`src/design/smpd_pkg.sv`:
```
// ----------------------------------------------------------------------------
// smpd_pkg: shared types and tables for the stepper phase driver
// Command record, register codes, sine table and duty scaling.
// ----------------------------------------------------------------------------
package smpd_pkg;

	localparam int MAX_MICRO_STEPS = 8;
	localparam int CFG_IDX_W       = 2;
	localparam int CFG_DATA_W      = 7;
	localparam int DUTY_W          = 15;

	localparam logic [CFG_IDX_W-1:0] REG_MICRO_STEPS = 2'd0;
	localparam logic [CFG_IDX_W-1:0] REG_MAX_DUTY    = 2'd1;
	localparam logic [CFG_IDX_W-1:0] REG_HOLD_DUTY   = 2'd2;

	localparam logic FUNC_STEP  = 1'b0;
	localparam logic FUNC_SLEEP = 1'b1;

	localparam logic signed [DUTY_W-1:0] DUTY_POS = 15'sd10000;
	localparam logic signed [DUTY_W-1:0] DUTY_NEG = -15'sd10000;

	typedef struct packed {
		logic       step;   // 1 step, 0 hold
		logic       fwd;
		logic       micro;  // microstep mode
		logic [3:0] count;  // results this command gives, 1..8
		logic [2:0] inc;    // table increment per microstep
		logic [6:0] scale;  // duty scale in percent
	} cmd_t;

	// sine in percent, 32 entries per electrical cycle
	function automatic logic signed [7:0] sine_pct(input logic [4:0] idx);
		logic signed [7:0] v;
		unique case (idx[3:0])
			4'd0:  v = 8'sd0;
			4'd1:  v = 8'sd20;
			4'd2:  v = 8'sd38;
			4'd3:  v = 8'sd56;
			4'd4:  v = 8'sd71;
			4'd5:  v = 8'sd83;
			4'd6:  v = 8'sd92;
			4'd7:  v = 8'sd98;
			4'd8:  v = 8'sd100;
			4'd9:  v = 8'sd98;
			4'd10: v = 8'sd92;
			4'd11: v = 8'sd83;
			4'd12: v = 8'sd71;
			4'd13: v = 8'sd56;
			4'd14: v = 8'sd38;
			4'd15: v = 8'sd20;
			default: v = 8'sd0;
		endcase
		return idx[4] ? -v : v;
	endfunction

	// scale * table, saturated to +/-10000
	function automatic logic signed [DUTY_W-1:0] scaled_duty(input logic [6:0] scale,
		input logic [4:0] idx);
		logic signed [15:0] prod;
		logic signed [DUTY_W-1:0] res;
		prod = $signed({9'd0, scale}) * 16'(sine_pct(idx));
		if (prod > 16'sd10000) begin
			res = DUTY_POS;
		end else if (prod < -16'sd10000) begin
			res = DUTY_NEG;
		end else begin
			res = prod[DUTY_W-1:0];
		end
		return res;
	endfunction

	// table increment for a clamped microstep count of 2..8
	function automatic logic [2:0] micro_inc(input logic [3:0] n);
		logic [2:0] v;
		unique case (n)
			4'd2:    v = 3'd4;
			4'd3:    v = 3'd2;
			4'd4:    v = 3'd2;
			default: v = 3'd1;
		endcase
		return v;
	endfunction

endpackage

```
`src/design/stepper_microstep_phase_driver.sv`:
```
// ----------------------------------------------------------------------------
// stepper_microstep_phase_driver: two-phase bipolar stepper duty generator
// Sine microstepping or two-phase-on full stepping with a hold command.
// ----------------------------------------------------------------------------
// Input side is a queue: an item (func, direction) is taken at an edge with
// push high and full low. A step in microstep mode gives micro_steps duty
// pairs (at most 8); a full step or a hold gives one. last marks the final
// pair of an item. Results are read like a queue: while empty is low the
// oldest pair is on duty_a/duty_b/last and leaves at an edge with pop high.
// Accepted items go into the command queue; the sequencer registers one pair
// per cycle into the result register while that is empty or being popped.
// A microstep item gives 2..8 pairs set by the microstep count, others one.
// A two-entry command queue sits between intake and sequencer, so items keep
// being taken while results wait. If the receiver stalls, the result register
// holds and the sequencer waits; full rises once the command queue has two
// items. The user must make config writes (cfg_we, cfg_idx, cfg_data) only
// while the block is idle; the block itself does not enforce it. Reset:
// micro_steps 1, max_duty 100, hold_duty 0, phase index 0, both queues empty.
// ----------------------------------------------------------------------------
module stepper_microstep_phase_driver import smpd_pkg::*; (
	input  logic                     clk,
	input  logic                     arst_n,
	input  logic                     push,
	output logic                     full,
	input  logic                     func,
	input  logic                     direction,
	output logic                     empty,
	input  logic                     pop,
	output logic signed [DUTY_W-1:0] duty_a,
	output logic signed [DUTY_W-1:0] duty_b,
	output logic                     last,
	input  logic                     cfg_we,
	input  logic [CFG_IDX_W-1:0]     cfg_idx,
	input  logic [CFG_DATA_W-1:0]    cfg_data
);

	cmd_t in_cmd;
	cmd_t head_cmd;
	logic q_empty;
	logic q_pop;

	smpd_front u_front (
		.clk       (clk),
		.arst_n    (arst_n),
		.cfg_we    (cfg_we),
		.cfg_idx   (cfg_idx),
		.cfg_data  (cfg_data),
		.func      (func),
		.direction (direction),
		.cmd       (in_cmd)
	);

	smpd_cmd_fifo u_fifo (
		.clk    (clk),
		.arst_n (arst_n),
		.push   (push),
		.wdata  (in_cmd),
		.full   (full),
		.pop    (q_pop),
		.rdata  (head_cmd),
		.empty  (q_empty)
	);

	smpd_back u_back (
		.clk       (clk),
		.arst_n    (arst_n),
		.cmd       (head_cmd),
		.cmd_empty (q_empty),
		.cmd_pop   (q_pop),
		.empty     (empty),
		.pop       (pop),
		.duty_a    (duty_a),
		.duty_b    (duty_b),
		.last      (last)
	);

`ifndef SYNTHESIS
	a_duty_range: assert property (@(posedge clk) disable iff (!arst_n)
		!empty |-> (duty_a <= DUTY_POS && duty_a >= DUTY_NEG &&
			duty_b <= DUTY_POS && duty_b >= DUTY_NEG))
		else $error("duty out of range");

	a_push_lands: assert property (@(posedge clk) disable iff (!arst_n)
		(push && !full) |=> !q_empty)
		else $error("accepted item missing from command queue");

	a_pop_has_result: assert property (@(posedge clk) disable iff (!arst_n)
		q_pop |=> !empty && last)
		else $error("command retired without a final result");
`endif

endmodule

```
`src/design/smpd_front.sv`:
```
// ----------------------------------------------------------------------------
// smpd_front: configuration registers and command classification
// Turns an accepted item into a command record for the back end.
// ----------------------------------------------------------------------------
module smpd_front import smpd_pkg::*; (
	input  logic                  clk,
	input  logic                  arst_n,
	input  logic                  cfg_we,
	input  logic [CFG_IDX_W-1:0]  cfg_idx,
	input  logic [CFG_DATA_W-1:0] cfg_data,
	input  logic                  func,
	input  logic                  direction,
	output cmd_t                  cmd
);

	logic [3:0] micro_steps_q;
	logic [6:0] max_duty_q;
	logic [6:0] hold_duty_q;
	logic [3:0] n;
	logic       micro;
	logic       sleep;

	always_ff @(posedge clk or negedge arst_n) begin
		if (!arst_n) begin
			micro_steps_q <= 4'd1;
			max_duty_q    <= 7'd100;
			hold_duty_q   <= 7'd0;
		end else if (cfg_we) begin
			unique case (cfg_idx)
				REG_MICRO_STEPS: micro_steps_q <= cfg_data[3:0];
				REG_MAX_DUTY:    max_duty_q    <= cfg_data;
				REG_HOLD_DUTY:   hold_duty_q   <= cfg_data;
				default: ;
			endcase
		end
	end

	always_comb begin
		n     = (micro_steps_q > 4'(MAX_MICRO_STEPS)) ? 4'(MAX_MICRO_STEPS) : micro_steps_q;
		micro = n > 4'd1;
		sleep = func == FUNC_SLEEP;

		cmd.step  = !sleep;
		cmd.fwd   = direction;
		cmd.micro = micro;
		cmd.count = (sleep || !micro) ? 4'd1 : n;
		cmd.inc   = micro_inc(n);
		cmd.scale = (sleep && hold_duty_q < max_duty_q) ? hold_duty_q : max_duty_q;
	end

endmodule

```
`src/design/smpd_cmd_fifo.sv`:
```
// ----------------------------------------------------------------------------
// smpd_cmd_fifo: two-entry command queue
// Decouples item intake from result generation.
// ----------------------------------------------------------------------------
module smpd_cmd_fifo import smpd_pkg::*; (
	input  logic clk,
	input  logic arst_n,
	input  logic push,
	input  cmd_t wdata,
	output logic full,
	input  logic pop,
	output cmd_t rdata,
	output logic empty
);

	cmd_t       mem_q [2];
	logic       wr_ptr_q;
	logic       rd_ptr_q;
	logic [1:0] cnt_q;
	logic       do_push;
	logic       do_pop;

	assign full    = cnt_q == 2'd2;
	assign empty   = cnt_q == 2'd0;
	assign do_push = push && !full;
	assign do_pop  = pop && !empty;
	assign rdata   = mem_q[rd_ptr_q];

	always_ff @(posedge clk) begin
		if (do_push) begin
			mem_q[wr_ptr_q] <= wdata;
		end
	end

	always_ff @(posedge clk or negedge arst_n) begin
		if (!arst_n) begin
			wr_ptr_q <= 1'b0;
			rd_ptr_q <= 1'b0;
			cnt_q    <= 2'd0;
		end else begin
			if (do_push) begin
				wr_ptr_q <= !wr_ptr_q;
			end
			if (do_pop) begin
				rd_ptr_q <= !rd_ptr_q;
			end
			unique case ({do_push, do_pop})
				2'b10:   cnt_q <= cnt_q + 2'd1;
				2'b01:   cnt_q <= cnt_q - 2'd1;
				default: cnt_q <= cnt_q;
			endcase
		end
	end

endmodule

```
`src/design/smpd_back.sv`:
```
// ----------------------------------------------------------------------------
// smpd_back: phase sequencer and result register
// Walks the phase index for the head command, one duty pair per cycle while the result register is empty or popped.
// ----------------------------------------------------------------------------
module smpd_back import smpd_pkg::*; (
	input  logic                     clk,
	input  logic                     arst_n,
	input  cmd_t                     cmd,
	input  logic                     cmd_empty,
	output logic                     cmd_pop,
	output logic                     empty,
	input  logic                     pop,
	output logic signed [DUTY_W-1:0] duty_a,
	output logic signed [DUTY_W-1:0] duty_b,
	output logic                     last
);

	logic [4:0]              phase_q;
	logic [3:0]              k_q;
	logic                    out_valid_q;
	logic signed [DUTY_W-1:0] duty_a_q;
	logic signed [DUTY_W-1:0] duty_b_q;
	logic                    last_q;

	logic                    adv;
	logic                    is_last;
	logic [4:0]              next_idx;
	logic [1:0]              fp;
	logic signed [DUTY_W-1:0] da;
	logic signed [DUTY_W-1:0] db;

	assign adv     = !cmd_empty && (!out_valid_q || pop);
	assign is_last = (k_q + 4'd1) == cmd.count;
	assign cmd_pop = adv && is_last;

	always_comb begin
		next_idx = phase_q;
		if (cmd.step) begin
			if (cmd.micro) begin
				next_idx = cmd.fwd ? phase_q + {2'b00, cmd.inc} : phase_q - {2'b00, cmd.inc};
			end else begin
				next_idx = {3'b000, cmd.fwd ? phase_q[1:0] + 2'd1 : phase_q[1:0] - 2'd1};
			end
		end
		fp = next_idx[1:0];
		if (cmd.micro) begin
			da = scaled_duty(cmd.scale, next_idx);
			db = scaled_duty(cmd.scale, next_idx + 5'd8);
		end else begin
			// two-phase-on: a leads b by one full step
			da = fp[1] ? DUTY_NEG : DUTY_POS;
			db = (fp[1] ^ fp[0]) ? DUTY_POS : DUTY_NEG;
		end
	end

	always_ff @(posedge clk or negedge arst_n) begin
		if (!arst_n) begin
			phase_q     <= 5'd0;
			k_q         <= 4'd0;
			out_valid_q <= 1'b0;
		end else begin
			if (adv) begin
				phase_q     <= next_idx;
				k_q         <= is_last ? 4'd0 : k_q + 4'd1;
				out_valid_q <= 1'b1;
			end else if (pop) begin
				out_valid_q <= 1'b0;
			end
		end
	end

	always_ff @(posedge clk) begin
		if (adv) begin
			duty_a_q <= da;
			duty_b_q <= db;
			last_q   <= is_last;
		end
	end

	assign empty  = !out_valid_q;
	assign duty_a = duty_a_q;
	assign duty_b = duty_b_q;
	assign last   = last_q;

endmodule
```
`config.mk`:
```
export PLATFORM = sky130hd
export DESIGN_NAME = stepper_microstep_phase_driver
export DESIGN_NICKNAME = d
export VERILOG_FILES = /design/src/design/smpd_pkg.sv /design/src/design/stepper_microstep_phase_driver.sv /design/src/design/smpd_front.sv /design/src/design/smpd_cmd_fifo.sv /design/src/design/smpd_back.sv
export SDC_FILE = /design/constraint.sdc
export NUM_CORES = 1
export LEC_CHECK = 0
export BUFFER_PORTS_ARGS = -buffer_cell sky130_fd_sc_hd__buf_2
export CELL_PAD_IN_SITES_DETAIL_PLACEMENT = 0
export CELL_PAD_IN_SITES_GLOBAL_PLACEMENT = 1
export CORE_MARGIN = 8
export CORE_UTILIZATION = 40
export CTS_CLUSTER_SIZE = 30
export DETAILED_ROUTE_END_ITERATION = 10
export PLACE_DENSITY_LB_ADDON = 0.1
export REMOVE_ABC_BUFFERS = 1
export SLEW_MARGIN = 20
export SYNTH_ARGS = -nofsm -noshare
export SYNTH_HDL_FRONTEND = slang
export SYNTH_HIERARCHICAL = 1
export SYNTH_SLANG_ARGS = --single-unit
```
`constraint.sdc`:
```
create_clock -name clk -period 21.9 [get_ports clk]
set_clock_uncertainty 0.1 [all_clocks]
set_input_delay 2.19 -clock clk [delete_from_list [all_inputs] [get_ports clk]]
set_output_delay 2.19 -clock clk [all_outputs]
set_load 0.005 [all_outputs]
```
==> results of run 1 <==
critical path: cells and delay by family (launching register included):
kind	cells	cell delay [ns]
adder cells (fa/ha/maj)	9	3.67
multiplexers	4	1.14
buffers and inverters	4	0.34
AND/OR/NAND/NOR	6	2.13
flip-flops	1	0.92
AO/OA/AOI/OAI	10	2.79
Yosys cell counts, types with 9 or more instances:
| master | number | area, um^2 |
|---|---|---|
| inv_1 | 126 | 473 |
| ha_1 | 107 | 1340 |
| edfxtp_1 | 65 | 1950 |
| nand2_1 | 65 | 244 |
| fa_1 | 63 | 1260 |
| nor2_1 | 62 | 233 |
| and2_1 | 40 | 250 |
| mux2_2 | 37 | 417 |
| nor2b_1 | 29 | 181 |
| a21oi_1 | 28 | 140 |
| dfrtp_1 | 28 | 701 |
| clkbuf_1 | 26 | 97.6 |
| o21ai_0 | 26 | 130 |
| xnor2_1 | 25 | 219 |
| nand3_1 | 24 | 120 |
| xor2_1 | 15 | 131 |
| a21o_1 | 14 | 105 |
| nand2b_1 | 13 | 81.3 |
| and3_1 | 12 | 75.1 |
| nand4_1 | 10 | 62.6 |
| mux2_4 | 9 | 135 |
| o21a_1 | 9 | 67.6 |
cell type report:
cell class	count	area, um^2
multi-input combinational	777	6920
inverter	130	488
clock inverter	7	60.1
fill	2554	14600
timing repair buffer	54	285
sequential	97	2760
clock buffer	9	225
tap	335	419
how the worst min path moves through the flow:
stage / cells past startpoint / start / to / slack, ns
after global routing: 1 / u_fifo/cnt_q[1] / u_fifo/cnt_q[1] / 0.43
final: 1 / u_fifo/cnt_q[1] / u_fifo/cnt_q[1] / 0.39
after detailed placement: 1 / u_fifo/cnt_q[1] / u_fifo/cnt_q[1] / 0.38
after global placement: 1 / u_fifo/wr_ptr_q / u_fifo/wr_ptr_q / 0.38
after floorplan: 1 / u_fifo/wr_ptr_q / u_fifo/wr_ptr_q / 0.36
after CTS: 1 / u_fifo/cnt_q[1] / u_fifo/cnt_q[1] / 0.40
cells by family (layout without fill, tap and decap cells):
group	count (synthesis)	after routing	share of synthesized area (%)
adder cells (fa/ha/maj)	171	171	25.1
buffers and inverters	173	200	6.95
XOR/XNOR	44	44	3.99
multiplexers	58	58	6.86
AND/OR/NAND/NOR	309	309	16.0
AO/OA/AOI/OAI	195	195	14.5
flip-flops	97	97	26.5
sequential cells by signal, summed over array words and instances, names as in the netlist:
signal and flops:
u_back/out_valid_q 1, u_front/hold_duty_q 7, u_back/phase_q 5, u_back/last 1, u_fifo/rd_ptr_q 1, u_fifo/cnt_q 2, u_front/micro_steps_q 4, u_back/duty_b 15
u_fifo/mem_q 34, u_fifo/wr_ptr_q 1, u_front/max_duty_q 7, u_back/duty_a 15, u_back/k_q 4
metrics by stage:
stage / hold WS (ns) / setup slack (ns) / instances / utilization, % / instance area [um^2]
2_1_floorplan: 0.361 / 11.61 / 1004 / - / 10200
3_3_place_gp: 0.375 / 10.72 / 1393 / 42.2 / 10900
3_5_place_dp: 0.385 / 10.47 / 1393 / 42.2 / 10900
4_1_cts: 0.400 / 10.43 / 1409 / 43.3 / 11200
5_1_grt: 0.428 / 9.61 / 1409 / 43.3 / 11200
6_report: 0.395 / 10.52 / 1409 / 43.3 / 11200
layer usage:
layer,GRT usage [%],vias to the layer above,routed length (um)
met3,2.18,16,878
met1,20.0,3606,11100
met2,25.8,129,10900
li1,-,3715,-
met4,3.58,0,238
met5,0,-,0
==> flow_summary.ini, run 1 <==
[placement]
io_buffers = 48
gp_congestion = 0.814
place_hpwl_um = 17900

[floorplan]
dieArea_um2 = 31400
num_rows = 59
coreArea_um2 = 25800
start_util_pct = 40.4
die_h_um = 177
io_pins = 49
fp.dieW_um = 177

[clock_network]
cts_tree = yes
cts_resized = 0
ctsHoldBuffers = 0
ctsHtreeMaxLevel = 3
clk_pin_slew_ns = 0.07
cts_root_buf = clkbuf_16
post_cts_buffers = 0
clk_latency_ns = 0.36
cts_buffers = 9
clock_path_buffers = 2
clock_sinks = 97

[run]
cap_violations = 0

[sta]
finalMaxSlewViolations = 0
worst_pin_slew_ns = 0.944
period_needed_ns = 11.38
relSlewSlack_pct = 36.9
fin_setup_tns_ns = 0
rsz0062_at_grt = no
hold_violations = 0
fmax_mhz = 87.8
fin_crit_sh_pct = 52.0
setup_violations = 0

[detailed_routing]
drt_pass1_iterations = 7
viasPerCell = 5.30
drt_wl_total_um = 23100
ant_nets = 0
drtIter0Drc = 323
routed-via-count = 7466
drc = 0
avgRoutedWirePerCell_um = 16.4

[critical_path]
reg2reg_from = u_fifo/rd_ptr_q
critPathRequiredTime_ns = 21.87
path_class = reg -> reg
crit_top_cell = fa_1
timing.rr.end = u_back/duty_b[10]
reg2regPathDepth = 33
cp-start-kind = register
end_kind = register
slowest_delay_ns = 0.92
worstSetupEndpoint = u_back/duty_b[10]
crit_path_start = u_fifo/rd_ptr_q
cp_max_fo = 18
cp.arrival_ns = 11.35
crit_slowest_cell = dfrtp_1
reg2reg_slack_ns = 10.52

[synthesis]
avgSynthCellArea_um2 = 9.93
ys.flop_type = edfxtp_1
syn-cell-area_um2 = 10400
ys_async_sr_fraction_pct = 33.0
synth_edf_count = 65
synth_seq_area_share_pct = 26.5
synth.ff_latch_count = 97
syn_inst = 1047
synth_cell_type_count = 95
yosys_warnings = 6

[global_route]
antenna_found_initial = 0
grt_usage_pct = 15.1
first_global_vias = 7630
grt_max_degree = 35
grt_pass1_wl_um = 38800
grt_overflow = 0

[layout]
area_growth_pct = 7.25
final_nets = 1255
antenna_cells = 0
final_common_cell = inv_1
final_cell_mix = inv_1, ha_1, nand2_1, edfxtp_1, fa_1
drive_gt1_share_pct = 15.2

[status]
status = complete, no violations

[worst_hold_path]
hold_path.class = reg -> reg
Power of run 1 is not shown: default switching activity piles up to over one toggle a cycle in this logic, so the estimate is an artifact.
==> inputs of run 2 (changes only) <==
Clock period 21.9 ns to 10 ns, I/O delays scaled along.
==> run 2 against run 1 <==
Effect of this change: fmax grew 20%; sequential share of layout area shrank 0.75 points; setup slack lost 10 ns; register-to-register slack lost 10 ns.
==> flow_summary.ini, run 2 (same netlist as run 1, synthesis figures left out) <==
[sta]
setup_violations = 0
fin_crit_sh_pct = 95.0
fmax_mhz = 105
finalMaxSlewViolations = 0
relSlewSlack_pct = 44.0
rsz0062_at_grt = no
setup_slack_ns = 0.504
hold_violations = 0
period_needed_ns = 9.50
worst_pin_slew_ns = 0.840

[detailed_routing]
avgRoutedWirePerCell_um = 16.4
routed-via-count = 7536
ant_nets = 0
viasPerCell = 5.22
drt_pass1_iterations = 5
drtIter0Drc = 350
drt_wl_total_um = 23700
drc = 0

[clock_network]
clk_pin_slew_ns = 0.07
cts_buffers = 9
ctsHoldBuffers = 0
cts_root_buf = clkbuf_16
cts_tree = yes
clk_latency_ns = 0.36
clock_sinks = 97
clock_path_buffers = 2
ctsHtreeMaxLevel = 3

[floorplan]
coreArea_um2 = 25800
start_util_pct = 40.4
die_h_um = 177
io_pins = 49
num_rows = 59
dieArea_um2 = 31400
fp.dieW_um = 177

[worst_hold_path]
hold_path.class = reg -> reg

[placement]
post_dp_cell_area_um2 = 11100
dp_cells = 1426
io_buffers = 48
pre_cts_ws_ns = -0.0749
place_hpwl_um = 18800
gp_congestion = 0.822

[layout]
final_common_cell = inv_1
fill_cells = 2567
final_nets = 1291
seq_area_um2 = 2760
largest_register_ffs = 34
drive_gt1_share_pct = 18.8
fin_cells = 1445
multi_input_area_um2 = 7000
antenna_cells = 0
largest_register = u_fifo/mem_q
final_cell_area_um2 = 11500
area_growth_pct = 10.6
final_cell_mix = inv_1, ha_1, nand2_1, edfxtp_1, fa_1
reg_top3 = u_fifo/mem_q (34), u_back/duty_a (15), u_back/duty_b (15)

[global_route]
grt_usage_pct = 15.7
first_global_vias = 7824
grt_overflow = 0
grt_max_degree = 37
grt_pass1_wl_um = 39800
antenna_found_initial = 0

[critical_path]
cp-start-kind = register
cp.arrival_ns = 9.49
path_class = reg -> reg
slowest_delay_ns = 0.58
crit_slowest_cell = or4_1
critPathRequiredTime_ns = 10.00
cp_max_fo = 11
end_kind = register

[status]
status = complete, no violations

[run]
cap_violations = 0
==> run 2: cell count changes in the layout (fill, tap and decap cells not counted), sizes merged <==
cell  delta
buf     +36
==> run 2: final cells by class <==
cell class / instances / area share (%)
clock buffer: 9 / 1.96
clock inverter: 7 / 0.522
inverter: 130 / 4.24
multi-input combinational: 777 / 60.8
sequential: 97 / 24.0
tap: 335 / 3.64
timing repair buffer: 90 / 4.83
==> run 2: repair_timing <==
item                       CTS  global route
pin swaps                    0             1
setup endpoints to repair    7            29
gates resized for setup      1            15
buffers inserted             0             3
==> run 2: worst paths after layout <==
path                            startpoint                      to  slack [ns]  cells past startpoint
min in group asynchronous           arst_n  u_front/hold_duty_q[4]        0.60                      1
max in group asynchronous           arst_n         u_fifo/rd_ptr_q        8.68                      1
min reg2reg                u_fifo/wr_ptr_q         u_fifo/wr_ptr_q        0.39                      1
max                        u_fifo/rd_ptr_q        u_back/duty_b[4]        0.50                     32
min                        u_fifo/wr_ptr_q         u_fifo/wr_ptr_q        0.39                      1
max reg2reg                u_fifo/rd_ptr_q        u_back/duty_b[4]        0.50                     32
==> run 2: worst max-delay path: cells and delay by family, from the launching register on <==
kind / cells / cell delay [ns]
AOI/OAI and AO/OA: 7 / 1.60
and+or+nand+nor: 8 / 2.23
adders and majority gates: 8 / 3.28
buffers and inverters: 4 / 0.39
xor gates and xnor gates: 2 / 0.42
muxes: 3 / 0.80
DFF: 1 / 0.41
==> run 2: metal layers <==
metal	wire, um	vias to the layer above	global-route usage, %
li1	-	3794	-
met1	11500	3632	20.8
met2	11200	96	26.9
met3	816	14	2.26
met4	180	0	2.71
met5	0	-	0
==> run 2: stage by stage <==
stage	utilization [%]	hold WS [ns]	setup TNS, ns
after CTS	44.3	0.396	0
final	44.7	0.395	0
after floorplan	-	0.361	-2.82
after global placement	43.2	0.378	0
after detailed placement	43.2	0.382	-0.0749
after global routing	44.7	0.426	0
Power of run 2 is left out for the same reason.
==> inputs of run 3 (changes only) <==
Clock period 10 ns to 10.01 ns, I/O delays scaled along.
==> run 3 against run 2 <==
Effect of this change: sequential share of layout area increased by 0.10 points; clock-buffer cell count increased by 1; critical path depth increased by 1; hold slack improved by 0.0055 ns; global-route usage about the same; setup slack got worse by 0.034 ns; via count increased by 0.16%; die area unchanged; critical path type unchanged; utilization decreased by 0.21 points.
==> flow_summary.ini, run 3 (same netlist as run 1, synthesis figures left out) <==
[status]
status = complete, no violations

[floorplan]
num_rows = 59
start_util_pct = 40.4
dieArea_um2 = 31400
fp.dieW_um = 177
coreArea_um2 = 25800
io_pins = 49
die_h_um = 177

[clock_network]
cts_tree = yes
clock_sinks = 97
clk_latency_ns = 0.37
cts_root_buf = clkbuf_16
clk_pin_slew_ns = 0.07
clock_path_buffers = 2
ctsHtreeMaxLevel = 3
cts_buffers = 9
ctsHoldBuffers = 0

[global_route]
busiest_layer = met2
gr-usage-met3_pct = 2.30
grt_pass1_wl_um = 39500
grt_usage_pct = 15.6
grt_overflow = 0
first_global_vias = 7641
grt_max_degree = 35
antenna_found_initial = 0
use_met2_pct = 26.9
grt_use_met1_pct = 20.4

[critical_path]
cp_max_fo = 11
critPathRequiredTime_ns = 10.08
crit_slowest_cell = fa_1
end_kind = register
cp-start-kind = register
cp.arrival_ns = 9.61
slowest_delay_ns = 0.57
path_class = reg -> reg

[detailed_routing]
ant_nets = 0
drtIter0Drc = 431
drt_wl_total_um = 23900
avgRoutedWirePerCell_um = 16.6
viasPerCell = 5.24
routed-via-count = 7548
drc = 0
drt_pass1_iterations = 5

[sta]
setup_violations = 0
fmax_mhz = 105
hold_violations = 0
relSlewSlack_pct = 44.5
worst_pin_slew_ns = 0.833
rsz0062_at_grt = no
fin_crit_sh_pct = 95.3
finalMaxSlewViolations = 0
period_needed_ns = 9.54

[placement]
place_hpwl_um = 18600
gp_congestion = 0.841
io_buffers = 48
dp_cells = 1423

[layout]
final_common_cell = inv_1
largest_register_ffs = 34
drive_gt1_share_pct = 18.1
reg_top3 = u_fifo/mem_q (34), u_back/duty_a (15), u_back/duty_b (15)
largest_register = u_fifo/mem_q
final_nets = 1286
final_cell_mix = inv_1, ha_1, nand2_1, edfxtp_1, fa_1
fin_cells = 1440
area_growth_pct = 10.1
antenna_cells = 0

[run]
cap_violations = 0

[worst_hold_path]
hold_path.class = reg -> reg
run 3: cell types whose count changed in the layout (fill, tap and decap cells not counted), sizes merged:
cell / change
buf: -5
clkinv: -1
clkbuf: +1
run 3: cell type report:
cell class	count	area, um^2
sequential	97	2760
clock buffer	10	239
clock inverter	6	56.3
tap	335	419
inverter	130	488
multi-input combinational	777	6980
fill	2491	14300
timing repair buffer	85	518
run 3: worst paths after layout:
path	startpoint	to	slack (ns)	depth (start not counted)
min in group asynchronous	arst_n	u_front/hold_duty_q[4]	0.61	1
max reg2reg	u_fifo/rd_ptr_q	u_back/duty_b[0]	0.47	33
min	u_fifo/cnt_q[1]	u_fifo/cnt_q[1]	0.40	1
min reg2reg	u_fifo/cnt_q[1]	u_fifo/cnt_q[1]	0.40	1
max in group asynchronous	arst_n	u_back/phase_q[0]	8.71	1
max	u_fifo/rd_ptr_q	u_back/duty_b[0]	0.47	33
run 3: per-layer routing:
layer	up-vias	part of all wire, %
met5	-	0
met3	21	3.9
li1	3778	-
met2	121	47
met4	0	1.4
met1	3628	48
run 3: worst max-delay path: cells and delay by family, from the launching register on:
kind | cells | cell delay, ns
compound gates | 7 | 1.61
xor+xnor | 2 | 0.43
fa+ha+maj | 8 | 3.28
buf+inv | 5 | 0.59
flops | 1 | 0.42
mux | 3 | 0.81
simple gates | 8 | 2.07
run 3: timing repair:
action                     in CTS  in global routing
setup endpoints to repair       1                 26
gates resized for setup         1                  9
buffers inserted                0                  1
pin swaps                       0                  1
run 3: per-stage QoR:
step | area, um^2 | hold WS [ns] | setup TNS (ns) | util, % | setup slack, ns
after CTS | 11400 | 0.402 | 0 | 44.2 | 0.0948
after global placement | 11100 | 0.383 | 0 | 43.1 | 0.111
after floorplan | 10200 | 0.361 | -2.68 | - | -0.282
final | 11500 | 0.400 | 0 | 44.5 | 0.470
after detailed placement | 11100 | 0.384 | -0.0443 | 43.1 | -0.0443
after global routing | 11500 | 0.431 | 0 | 44.5 | 0.000288
Power of run 3 is left out for the same reason.
